`config.mk`:
```
export PLATFORM = sky130hd
export DESIGN_NAME = lru_sector_cache_controller
export DESIGN_NICKNAME = d
export VERILOG_FILES = /design/src/lsc_pkg.sv /design/src/lsc_ram.sv /design/src/lsc_unit.sv /design/src/lru_sector_cache_controller.sv
export SDC_FILE = /design/constraint.sdc
export NUM_CORES = 2
export LEC_CHECK = 0
export BUFFER_PORTS_ARGS = -buffer_cell sky130_fd_sc_hd__buf_2
export CORE_MARGIN = 2
export CORE_UTILIZATION = 57
export CTS_BUF_LIST = sky130_fd_sc_hd__clkbuf_16
export CTS_CLUSTER_DIAMETER = 150
export DETAILED_ROUTE_END_ITERATION = 8
export PLACE_DENSITY = 0.76
export SLEW_MARGIN = 5
export SYNTH_ARGS = -nofsm -noshare
export SYNTH_HDL_FRONTEND = slang
export SYNTH_HIERARCHICAL = 1
export SYNTH_SLANG_ARGS = --single-unit
```
`constraint.sdc`:
```
create_clock -name clk -period 4.4 [get_ports clk]
set_clock_uncertainty 0.2 [all_clocks]
set_input_delay 0.88 -clock clk [delete_from_list [all_inputs] [get_ports clk]]
set_output_delay 0.88 -clock clk [all_outputs]
set_load 0.02 [all_outputs]
```
`src/lsc_pkg.sv`:
```
package lsc_pkg;

	localparam int CACHE_ENTRIES_DEF = 64;
	localparam int SECTOR_W = 32;
	localparam int SLOT_W = 6;

	typedef enum logic [1:0] {
		ACT_READ  = 2'd0,
		ACT_WRITE = 2'd1,
		ACT_FLUSH = 2'd2
	} action_t;

	typedef struct packed {
		logic [1:0]          action;
		logic [SECTOR_W-1:0] sector;
	} req_t;

	typedef struct packed {
		logic                hit;
		logic [SLOT_W-1:0]   slot;
		logic                fetch_needed;
		logic                writeback_valid;
		logic [SECTOR_W-1:0] writeback_sector;
		logic                last;
	} rsp_t;

	typedef struct packed {
		logic tag_eq;
		logic rank_eq;
		logic rank_lt;
	} lsc_cmp_t;

	typedef enum logic [3:0] {
		ST_IDLE,
		ST_LOOKUP,
		ST_LOOKUP_END,
		ST_DECIDE,
		ST_PROMOTE,
		ST_PROMOTE_END,
		ST_EMIT,
		ST_FL_MAP,
		ST_FL_MAP_END,
		ST_FL_READ,
		ST_FL_TAG,
		ST_FL_EMIT
	} state_t;

endpackage

```
`src/lsc_ram.sv`:
```
module lsc_ram #(
	parameter int WIDTH = 32,
	parameter int DEPTH = 64
) (
	input  logic                     clk,
	input  logic                     we,
	input  logic [$clog2(DEPTH)-1:0] waddr,
	input  logic [WIDTH-1:0]         wdata,
	input  logic                     re,
	input  logic [$clog2(DEPTH)-1:0] raddr,
	output logic [WIDTH-1:0]         rdata
);

	logic [WIDTH-1:0] mem [DEPTH];

	always_ff @(posedge clk) begin
		if (we) begin
			mem[waddr] <= wdata;
		end
		if (re) begin
			rdata <= mem[raddr];
		end
	end

endmodule

```
`src/lsc_unit.sv`:
```
module lsc_unit import lsc_pkg::*; #(
	parameter int RANK_W = 6
) (
	input  logic [SECTOR_W-1:0] tag,
	input  logic [SECTOR_W-1:0] key,
	input  logic [RANK_W-1:0]   rank,
	input  logic [RANK_W-1:0]   target,
	input  logic [RANK_W:0]     limit,
	output lsc_cmp_t            cmp,
	output logic [RANK_W-1:0]   rank_inc
);

	// Shared by the lookup and promotion passes: tag match and oldest-entry detection during lookup,
	// the ageing test and increment during promotion.
	always_comb begin
		cmp.tag_eq  = (tag == key);
		cmp.rank_eq = (rank == target);
		cmp.rank_lt = ({1'b0, rank} < limit);
		rank_inc    = rank + RANK_W'(1);
	end

endmodule

```
`src/lru_sector_cache_controller.sv`:
```
// A read or write request makes one pass over the tag and rank memories for lookup,
// then one over the rank memory to promote, before its result is given.
// A flush maps ranks to slots in one pass, then writes back each resident entry in turn.
// One request is worked on at a time; a new one is taken only in idle, which may be while
// the last result still waits at the output.
// Reset clears the valid bits and occupancy count at once; no clearing pass is needed.
module lru_sector_cache_controller import lsc_pkg::*; #(
	parameter int CACHE_ENTRIES = CACHE_ENTRIES_DEF
) (
	input  logic clk,
	input  logic arst_n,
	input  logic req_valid,
	output logic req_ready,
	input  req_t req_data,
	output logic rsp_valid,
	input  logic rsp_ready,
	output rsp_t rsp_data
);

	localparam int IDX_W = $clog2(CACHE_ENTRIES);
	localparam int CNT_W = $clog2(CACHE_ENTRIES + 1);
	localparam logic [IDX_W-1:0] LAST_IDX = IDX_W'(CACHE_ENTRIES - 1);
	localparam logic [CNT_W-1:0] FULL_CNT = CNT_W'(CACHE_ENTRIES);
	localparam logic [IDX_W:0]   AGE_ALL  = (IDX_W + 1)'(CACHE_ENTRIES);

	state_t state_q, state_d;

	logic [1:0]               action_q;
	logic [SECTOR_W-1:0]      sector_q;
	logic [IDX_W-1:0]         addr_q;
	logic                     rd_s1;
	logic [IDX_W-1:0]         idx_s1;
	logic                     hit_q;
	logic [IDX_W-1:0]         hslot_q;
	logic [IDX_W-1:0]         hrank_q;
	logic                     free_found_q;
	logic [IDX_W-1:0]         free_q;
	logic [IDX_W-1:0]         old_slot_q;
	logic [SECTOR_W-1:0]      old_tag_q;
	logic [IDX_W-1:0]         sel_q;
	logic [IDX_W:0]           limit_q;
	rsp_t                     res_q;
	logic [CNT_W-1:0]         count_q;
	logic [CACHE_ENTRIES-1:0] valid_q;
	logic [IDX_W-1:0]         flush_r_q;
	logic [IDX_W-1:0]         wb_slot_q;
	logic                     rsp_valid_q;
	rsp_t                     rsp_q;

	logic                tag_we, tag_re, rank_we, rank_re, inv_we, inv_re;
	logic [IDX_W-1:0]    tag_waddr, tag_raddr, rank_wdata;
	logic [SECTOR_W-1:0] tag_rdata;
	logic [IDX_W-1:0]    rank_rdata, inv_rdata, rank_inc, oldest_rank, victim;
	lsc_cmp_t            cmp;
	logic                rsp_free, load_rsp, scanning, full;
	rsp_t                rsp_next;

	assign rsp_free    = !rsp_valid_q || rsp_ready;
	assign oldest_rank = IDX_W'(count_q - CNT_W'(1));
	assign full        = (count_q == FULL_CNT);
	assign victim      = full ? old_slot_q : free_q;
	assign scanning    = (state_q == ST_LOOKUP) || (state_q == ST_PROMOTE)
		|| (state_q == ST_FL_MAP);

	lsc_ram #(.WIDTH(SECTOR_W), .DEPTH(CACHE_ENTRIES)) u_tag_ram (
		.clk   (clk),
		.we    (tag_we),
		.waddr (tag_waddr),
		.wdata (sector_q),
		.re    (tag_re),
		.raddr (tag_raddr),
		.rdata (tag_rdata)
	);

	lsc_ram #(.WIDTH(IDX_W), .DEPTH(CACHE_ENTRIES)) u_rank_ram (
		.clk   (clk),
		.we    (rank_we),
		.waddr (idx_s1),
		.wdata (rank_wdata),
		.re    (rank_re),
		.raddr (addr_q),
		.rdata (rank_rdata)
	);

	// Rank to slot map, built at the start of a flush so entries leave oldest first.
	lsc_ram #(.WIDTH(IDX_W), .DEPTH(CACHE_ENTRIES)) u_inv_ram (
		.clk   (clk),
		.we    (inv_we),
		.waddr (rank_rdata),
		.wdata (idx_s1),
		.re    (inv_re),
		.raddr (flush_r_q),
		.rdata (inv_rdata)
	);

	lsc_unit #(.RANK_W(IDX_W)) u_unit (
		.tag      (tag_rdata),
		.key      (sector_q),
		.rank     (rank_rdata),
		.target   (oldest_rank),
		.limit    (limit_q),
		.cmp      (cmp),
		.rank_inc (rank_inc)
	);

	always_comb begin
		state_d = state_q;
		unique case (state_q)
			ST_IDLE: begin
				if (req_valid) begin
					case (req_data.action) inside
						ACT_READ, ACT_WRITE: state_d = ST_LOOKUP;
						ACT_FLUSH: state_d = (count_q == '0) ? ST_IDLE : ST_FL_MAP;
						default: state_d = ST_IDLE;
					endcase
				end
			end
			ST_LOOKUP: begin
				if (addr_q == LAST_IDX) begin
					state_d = ST_LOOKUP_END;
				end
			end
			ST_LOOKUP_END: state_d = ST_DECIDE;
			ST_DECIDE: state_d = ST_PROMOTE;
			ST_PROMOTE: begin
				if (addr_q == LAST_IDX) begin
					state_d = ST_PROMOTE_END;
				end
			end
			ST_PROMOTE_END: state_d = ST_EMIT;
			ST_EMIT: begin
				if (rsp_free) begin
					state_d = ST_IDLE;
				end
			end
			ST_FL_MAP: begin
				if (addr_q == LAST_IDX) begin
					state_d = ST_FL_MAP_END;
				end
			end
			ST_FL_MAP_END: state_d = ST_FL_READ;
			ST_FL_READ: state_d = ST_FL_TAG;
			ST_FL_TAG: state_d = ST_FL_EMIT;
			ST_FL_EMIT: begin
				if (rsp_free) begin
					state_d = (flush_r_q == '0) ? ST_IDLE : ST_FL_READ;
				end
			end
			default: state_d = ST_IDLE;
		endcase
	end

	always_comb begin
		req_ready  = 1'b0;
		tag_we     = 1'b0;
		tag_waddr  = victim;
		tag_re     = 1'b0;
		tag_raddr  = addr_q;
		rank_re    = 1'b0;
		rank_we    = 1'b0;
		rank_wdata = (idx_s1 == sel_q) ? '0 : rank_inc;
		inv_re     = 1'b0;
		inv_we     = 1'b0;
		load_rsp   = 1'b0;
		rsp_next   = res_q;
		unique case (state_q)
			ST_IDLE: req_ready = 1'b1;
			ST_LOOKUP: begin
				tag_re  = 1'b1;
				rank_re = 1'b1;
			end
			ST_DECIDE: tag_we = !hit_q;
			ST_PROMOTE, ST_PROMOTE_END: begin
				rank_re = (state_q == ST_PROMOTE);
				// The promoted slot goes to rank 0; younger valid entries age by one.
				rank_we = rd_s1
					&& ((idx_s1 == sel_q) || (valid_q[idx_s1] && cmp.rank_lt));
			end
			ST_EMIT: load_rsp = rsp_free;
			ST_FL_MAP, ST_FL_MAP_END: begin
				rank_re = (state_q == ST_FL_MAP);
				inv_we  = rd_s1 && valid_q[idx_s1];
			end
			ST_FL_READ: inv_re = 1'b1;
			ST_FL_TAG: begin
				tag_re    = 1'b1;
				tag_raddr = inv_rdata;
			end
			ST_FL_EMIT: begin
				load_rsp                  = rsp_free;
				rsp_next.hit              = 1'b0;
				rsp_next.slot             = SLOT_W'(wb_slot_q);
				rsp_next.fetch_needed     = 1'b0;
				rsp_next.writeback_valid  = 1'b1;
				rsp_next.writeback_sector = tag_rdata;
				rsp_next.last             = (flush_r_q == '0);
			end
			default: ;
		endcase
	end

	always_ff @(posedge clk or negedge arst_n) begin
		if (!arst_n) begin
			state_q      <= ST_IDLE;
			addr_q       <= '0;
			rd_s1        <= 1'b0;
			hit_q        <= 1'b0;
			free_found_q <= 1'b0;
			count_q      <= '0;
			valid_q      <= '0;
			rsp_valid_q  <= 1'b0;
		end else begin
			state_q <= state_d;
			rd_s1   <= scanning;
			if (scanning) begin
				addr_q <= (addr_q == LAST_IDX) ? '0 : addr_q + IDX_W'(1);
			end
			if (state_q == ST_IDLE && req_valid) begin
				hit_q        <= 1'b0;
				free_found_q <= 1'b0;
			end
			if (rd_s1 && (state_q == ST_LOOKUP || state_q == ST_LOOKUP_END)) begin
				if (valid_q[idx_s1] && cmp.tag_eq && !hit_q) begin
					hit_q <= 1'b1;
				end
				if (!valid_q[idx_s1] && !free_found_q) begin
					free_found_q <= 1'b1;
				end
			end
			if (state_q == ST_DECIDE && !hit_q && !full) begin
				valid_q[victim] <= 1'b1;
				count_q         <= count_q + CNT_W'(1);
			end
			if (state_q == ST_FL_EMIT && rsp_free && flush_r_q == '0) begin
				valid_q <= '0;
				count_q <= '0;
			end
			if (load_rsp) begin
				rsp_valid_q <= 1'b1;
			end else if (rsp_ready) begin
				rsp_valid_q <= 1'b0;
			end
		end
	end

	always_ff @(posedge clk) begin
		idx_s1 <= addr_q;
		if (state_q == ST_IDLE && req_valid) begin
			action_q <= req_data.action;
			sector_q <= req_data.sector;
		end
		if (rd_s1 && (state_q == ST_LOOKUP || state_q == ST_LOOKUP_END)) begin
			if (valid_q[idx_s1] && cmp.tag_eq && !hit_q) begin
				hslot_q <= idx_s1;
				hrank_q <= rank_rdata;
			end
			if (!valid_q[idx_s1] && !free_found_q) begin
				free_q <= idx_s1;
			end
			// Ranks of valid entries are distinct, so only the oldest matches here.
			if (valid_q[idx_s1] && cmp.rank_eq) begin
				old_slot_q <= idx_s1;
				old_tag_q  <= tag_rdata;
			end
		end
		if (state_q == ST_DECIDE) begin
			res_q.last <= 1'b1;
			if (hit_q) begin
				sel_q                  <= hslot_q;
				limit_q                <= {1'b0, hrank_q};
				res_q.hit              <= 1'b1;
				res_q.slot             <= SLOT_W'(hslot_q);
				res_q.fetch_needed     <= 1'b0;
				res_q.writeback_valid  <= 1'b0;
				res_q.writeback_sector <= '0;
			end else begin
				sel_q                  <= victim;
				limit_q                <= full ? {1'b0, oldest_rank} : AGE_ALL;
				res_q.hit              <= 1'b0;
				res_q.slot             <= SLOT_W'(victim);
				res_q.fetch_needed     <= (action_q == ACT_READ);
				res_q.writeback_valid  <= full;
				res_q.writeback_sector <= full ? old_tag_q : '0;
			end
		end
		if (state_q == ST_FL_MAP_END) begin
			flush_r_q <= oldest_rank;
		end
		if (state_q == ST_FL_EMIT && rsp_free && flush_r_q != '0) begin
			flush_r_q <= flush_r_q - IDX_W'(1);
		end
		if (state_q == ST_FL_TAG) begin
			wb_slot_q <= inv_rdata;
		end
		if (load_rsp) begin
			rsp_q <= rsp_next;
		end
	end

	assign rsp_valid = rsp_valid_q;
	assign rsp_data  = rsp_q;

endmodule

```
### Yosys cells after proc, flatten, opt, wreduce, memory -nomap -nowiden

Memories as Yosys holds them, arrays and structs flattened. A register that Yosys moved wholly into a read port is not among the register bits.
Cells that the tools add are included.
W data, S select, Z words.

| operators by class | value |
|---|---|
| add/sub/neg operators | 5 |
| order comparisons | 4 |
| equality and inequality tests | 24 |
| mux-type cells | 53 |
| bitwise gates (word level) | 2 |
| reduce and logical (&&, ||, !) cells | 44 |

Operator list:

| kind | number |
|---|---|
| $mux W64 | 2 |
| $mux W41 | 2 |
| $or A64 B64 Y64 | 1 |
| $mux W6 | 8 |
| $pmux W4 S12 | 1 |
| $eq A32 B32 Y1 | 1 |
| $mux W32 | 1 |
| $mux W4 | 7 |
| $mux W1 | 23 |
| $mux W7 | 3 |
| $eq A4 B3 Y1 const B | 4 |
| $eq A4 B4 Y1 const B | 4 |
| $logic_and A1 B1 Y1 | 15 |
| $lt A6 B7 Y1 const B | 2 |
| $add A6 B1 Y6 const B | 2 |
| $eq A6 B6 Y1 | 2 |
| $ne A2 B2 Y1 const B | 6 |
| $reduce_or A2 Y1 | 6 |
| $sub A6 B1 Y6 const B | 2 |
| $mux W3 | 3 |
| $eq A4 B2 Y1 const B | 2 |
| $add A7 B1 Y7 const B | 1 |
| $eq A7 B7 Y1 const B | 1 |
| $logic_not A7 Y1 | 1 |
| other kinds (19) | 32 |

| storage, ports and cells | value |
|---|---|
| bits in registers | 289 |
| bits in writable memories | 2816 |
| bits of input ports | 38 |
| output and inout bits | 44 |
| logic and storage cells | 167 |
| memories | 3 |

Memories:

| memory | words | bits a word | rd ports | clocked after memory_dff | write ports | line | text |
|---|---|---|---|---|---|---|---|
| u_tag_ram.mem | 64 | 32 | 1 | 1 | 1 | lsc_ram.sv:14 | `logic [WIDTH-1:0] mem [DEPTH];` |
| u_inv_ram.mem | 64 | 6 | 1 | 1 | 1 | lsc_ram.sv:14 |  |
| u_rank_ram.mem | 64 | 6 | 1 | 1 | 1 | lsc_ram.sv:14 |  |

### Longest topological paths before layout

| logic depth | value |
|---|---|
| word-level depth | 9 |
| depth in mapped cells | 15 |
| gate-level depth less buffers | 11 |

### Hierarchy

Netlist, hierarchy kept.

By module, submodules not included:

| module | times used | cells an instance | area each (um2) | sequential area each (um2) |
|---|---|---|---|---|
| lsc_ram at u_tag_ram | 1 | 3324 | 78835.6 | 62459.9 |
| lsc_ram at u_inv_ram ... | 2 | 720 | 15285.9 | 11711.2 |
| lru_sector_cache_controller | 1 | 800 | 11673.7 | 8012.7 |
| lsc_unit | 1 | 80 | 608.1 | 0.0 |

### Worst setup path before layout

No wires, ideal clock.

| timing path | value |
|---|---|
| kind | reg2reg |
| start point | reg idx_s1[4] |
| end point | mem u_rank_ram/mem[49][0] in the netlist's numbering (enable) |
| library setup time | 0.377 ns |
| arrival time | 4.327 ns |
| required time | 3.823 ns |
| setup slack | -0.504 ns |
| cell stages (with the launch flop) | 10 |
| buffers on the path | 1 |
| clock period less this slack | 4.904 ns |
| cell sequence | dfxtp_1 > clkdlybuf4s50_2 > nor2_1 > a221oi_1 > a2bb2oi_2 > nand2b_1 > a2111oi_0 > nor2b_1 > nand4_1 > nor3_1 |

| between the ends | value |
|---|---|
| word-level cells in the longest chain between the ends | 8 |
| elaborated cells between the ends (all ways) | 9 |
| those cells by class | eq/ne: 1; mux: 5; reduce/logical: 3 |

RTL lines:

| what | line | text |
|---|---|---|
| from (decl) | lru_sector_cache_controller.sv:32 | `logic [IDX_W-1:0] idx_s1;` |
| from (signal assigned) | lru_sector_cache_controller.sv:247 | `idx_s1 <= addr_q;` |
| $bmux W1 S6 | lru_sector_cache_controller.sv:177 | `&& ((idx_s1 == sel_q) \|\| (valid_q[idx_s1] && cmp.rank_lt));` |
| $mux W1 (implied by the code) | lru_sector_cache_controller.sv:177 |  |
| $logic_and A1 B1 Y1 | lru_sector_cache_controller.sv:177 |  |
| $logic_or A1 B1 Y1 * | lru_sector_cache_controller.sv:177 |  |
| $logic_and A1 B1 Y1 * | lru_sector_cache_controller.sv:177 |  |
| $mux W1 * | lru_sector_cache_controller.sv:166 | `unique case (state_q)` |
| net rank_we | lru_sector_cache_controller.sv:50 | `logic tag_we, tag_re, rank_we, rank_re, inv_we, inv_re;` |
| $mux W1 * | lsc_ram.sv:17 | `if (we) begin` |
| $mux W1 (implied by the code) * | lsc_ram.sv:18 | `mem[waddr] <= wdata;` |
| to (decl) | lsc_ram.sv:14 |  |

The timed path passes the listed nets; every way through them passes the cells marked *. The select of a mux whose other input is x is not followed.

### Worst setup path after layout

| timing path | value |
|---|---|
| start point | reg state_q[2] |
| end point | reg u_tag_ram.rdata[28], read port of u_tag_ram.mem, data pin |

| between the ends | value |
|---|---|
| elaborated cells between the ends (all ways) | 5 |
| those cells by class | eq/ne: 2; mux: 2; reduce/logical: 1 |

RTL lines:

| what | line | text |
|---|---|---|
| from (decl) | lru_sector_cache_controller.sv:26 | `state_t state_q, state_d;` |
| from (signal assigned) | lru_sector_cache_controller.sv:213 | `state_q <= state_d;` |
| $eq A4 B4 Y1 | lru_sector_cache_controller.sv:166 |  |
| $mux W6 | lru_sector_cache_controller.sv:166 |  |
| net tag_raddr[1] | lru_sector_cache_controller.sv:51 | `logic [IDX_W-1:0] tag_waddr, tag_raddr, rank_wdata;` |
| to (decl) | lsc_ram.sv:11 | `output logic [WIDTH-1:0] rdata` |

The timed path passes the listed nets, and every way through them passes these cells.
A chain may end at the register's enable or synchronous reset.

==> reports/metrics.csv <==
metric,value,unit
Port Buffers,81,
Starting Density,57.4,%
sequential area share after synthesis,77.2,%
synthesized area,0.122,sq mm
worst setup path start,state_q[2],
initial DRC count,9877,
crit-path cells,nand2b_1 -> nor3_2 -> buf_4 -> mux2_8 -> buf_4 -> or3_1 -> o221ai_1 -> a21oi_1 -> a21oi_1 -> nor2_1,
CORE AREA,0.212,sq mm
RSZ-0062 raised after global routing,false,
Total Power,58.3,mW
CTS Buffer Depth,4,
hpwl dp,181000,um
Placer Congestion,0.873,
GRT Util Overall,28.6,%
R2R Path Start,state_q[2],
highest fanout seen on the critical path,29,
Post-CTS Setup Bufs,0,
drt total wl,308000,um
"most common cell after layout, fill and taps aside",edfxtp_1,
Yosys top cell area share,75.3,%
pwr dens,422,mW/mm^2
top_reg_cell synth,edfxtp_1,
leakage power,44.4,nW
Clock Latency Late Sink,0.97,ns
slowest CP cell,or3_1,
"Avg Cell Area, Syn",21.6,sq um
critical path arrival,4.73,ns
final core occ,65.1,%
final hold vios,0,
WL per Instance,33.7,um
delay of the slowest critical-path stage,0.59,ns
area of the multi-input gates,0.0267,sq mm
Die Wd,466,um
# setup viols final,0,
reg2reg path depth,10,
filler instances,13000,
H-tree Lvls,5,
Yosys cell types,85,
max cap viols,0,
FMAX,233,MHz
row count,169,
flop2flop setup slack,0.11,ns
Hold Path Class,in -> reg,
vias,62200,
share of cells above drive strength 1,27.8,%
"Clk pin slew, worst setup/hold paths",0.06,ns
Synth area leader,edfxtp_1,
crit path capture,u_tag_ram/rdata[28],
Nets,6146,
vias per inst,6.79,
worst r2r dst,u_tag_ram/rdata[28],
Worst Max-Slew Pin Slew,1.14,ns
CTS Root Buffer Type,clkbuf_16,
chip height,466,um
Gate Count Post-Synth,5644,
fin crit period,4.29,ns
peak supply drop,0.000479,V
area of the die,0.217,sq mm
global route overflow,0,
Setup crit end kind,register,
CTS tree,yes,
Layout area overhead,13.4,%
synth top area cells,"edfxtp_1, mux4_2, dfrtp_1, mux2i_1, nor2_1",
"commonest cells after routing, fill and taps aside","edfxtp_1, mux4_2, clkbuf_16",
asr flop ratio synth,2.70,%
syn_nets,5693,
Top Ports,82,
initial antenna violation count,25,
fin. max-slew vios,0,
vias in the first global route,61900,
Ys Warns,6,
global-route wire length before repair,442000,um
Final Cycle Share,97.4,%
DRT antenna net count,0,
# DRC,0,
clock sink count,3143,
sequential cell area,0.0939,sq mm
Setup Crit Path Kind,reg -> reg,
slew margin rel.,23.7,%
CP Data Required Time,4.84,ns
register bit total from synthesis,3143,
status,finished clean,
CTS buffer count,321,
largest net degree at the start of global routing,102,
Post-synth EDFFs,3052,
DR pass1 iterations,5,
Startpoint Class,register,
==> state kept, by name, summed over array words and instances (netlist names), 35 cells and up <==
signal	count
rsp_data	42
u_inv_ram/mem	384
u_tag_ram/mem	2048
u_rank_ram/mem	384
res_q	35
valid_q	64
==> Yosys cell counts (7+ instances only) <==
cell / n
a22oi_1: 16
buf_6: 19
xor2_1: 49
o221ai_1: 46
buf_4: 32
mux2i_1: 133
nor4_1: 10
nand3_1: 40
o21ai_0: 31
mux4_2: 727
a21oi_1: 139
nor3_1: 23
dfrtp_1: 85
buf_2: 84
buf_1: 27
o21ai_1: 14
mux2_2: 73
mux4_1: 21
a221oi_1: 7
or3_1: 11
a311oi_1: 9
and2_1: 44
clkbuf_1: 122
nor2b_1: 38
ha_1: 11
o22ai_1: 108
inv_1: 21
or3b_2: 8
nand3b_1: 13
nand2_1: 88
nor2_1: 349
o22a_1: 13
xnor2_1: 15
nand4_1: 13
nand2b_1: 25
or2_2: 10
a211oi_1: 14
edfxtp_1: 3052
==> metal layers <==
metal | track usage [%] | vias up | part of all wire, %
met1 | 40.3 | 32300 | 36
met2 | 43.5 | 4683 | 47
li1 | - | 24400 | -
met5 | 0 | - | 0.025
met3 | 7.19 | 707 | 13
met4 | 11.2 | 12 | 4.3
==> worst max-delay path: cells and delay by family, from the launching register on <==
kind	cells	cell delay (ns)
AND/OR/NAND/NOR	4	1.07
flip-flops	1	0.38
AO/OA/AOI/OAI	3	1.20
multiplexers	1	0.54
buffers and inverters	2	0.56
==> metrics by stage <==
stage	hold WS [ns]	std cells	cell area, sq um	setup TNS [ns]	worst slack (ns)
2_1_floorplan	0.220	5644	122000	0	0.0680
3_3_place_gp	0.262	8565	128000	-0.317	-0.195
3_5_place_dp	0.279	8565	128000	-0.276	-0.205
4_1_cts	0.00828	9144	138000	0	0.133
5_1_grt	0.0528	9146	138000	0	0.0158
6_report	0.0745	9150	138000	0	0.113
==> report_power, final <==
group,switching (mW),internal (mW)
Combinational,0.0334,0.0300
Sequential,0.0000000000000000239,32.3
Clock,10.9,15.0
==> worst min-delay path by stage <==
stage / startpoint / end / cells after the start / slack [ns]
after floorplan: addr_q[1] / idx_s1[1] / 0 / 0.22
after global placement: free_found_q / free_found_q / 1 / 0.26
after detailed placement: free_found_q / free_found_q / 1 / 0.28
after CTS: req_data[6] / sector_q[6] / 1 / 0.008
after global routing: req_data[18] / sector_q[18] / 1 / 0.05
final: req_data[6] / sector_q[6] / 1 / 0.07
==> area by class of cell <==
cell class	count	area share (%)
clock buffer	329	5.96
sequential	3143	68.0
multi-input combinational	2185	19.4
inverter	22	0.0598
tap	2821	2.56
antenna	6	0.0109
timing repair buffer	424	2.80
clock inverter	220	1.21
==> cells by family (layout without fill, tap and decap cells) <==
kind of cell / Yosys count / after routing / synth area share, %
AOI/OAI and AO/OA: 436 / 436 / 2.33
xor gates and xnor gates: 64 / 64 / 0.461
adders and majority gates: 11 / 11 / 0.113
buffers and inverters: 316 / 995 / 1.37
DFF: 3143 / 3143 / 77.2
muxes: 957 / 957 / 15.7
other: 0 / 6 / 0
and+or+nand+nor: 717 / 717 / 2.86
==> what timing repair did <==
| item | in CTS | in global routing |
|---|---|---|
| endpoints found under the hold margin | 91 | 0 |
| resized for setup | 3 | 3 |
| endpoints found under the setup margin | 3 | 3 |
| gates cloned | 0 | 0 |
| hold buffers | 30 | 0 |
Power figures use the tool's default switching activity.
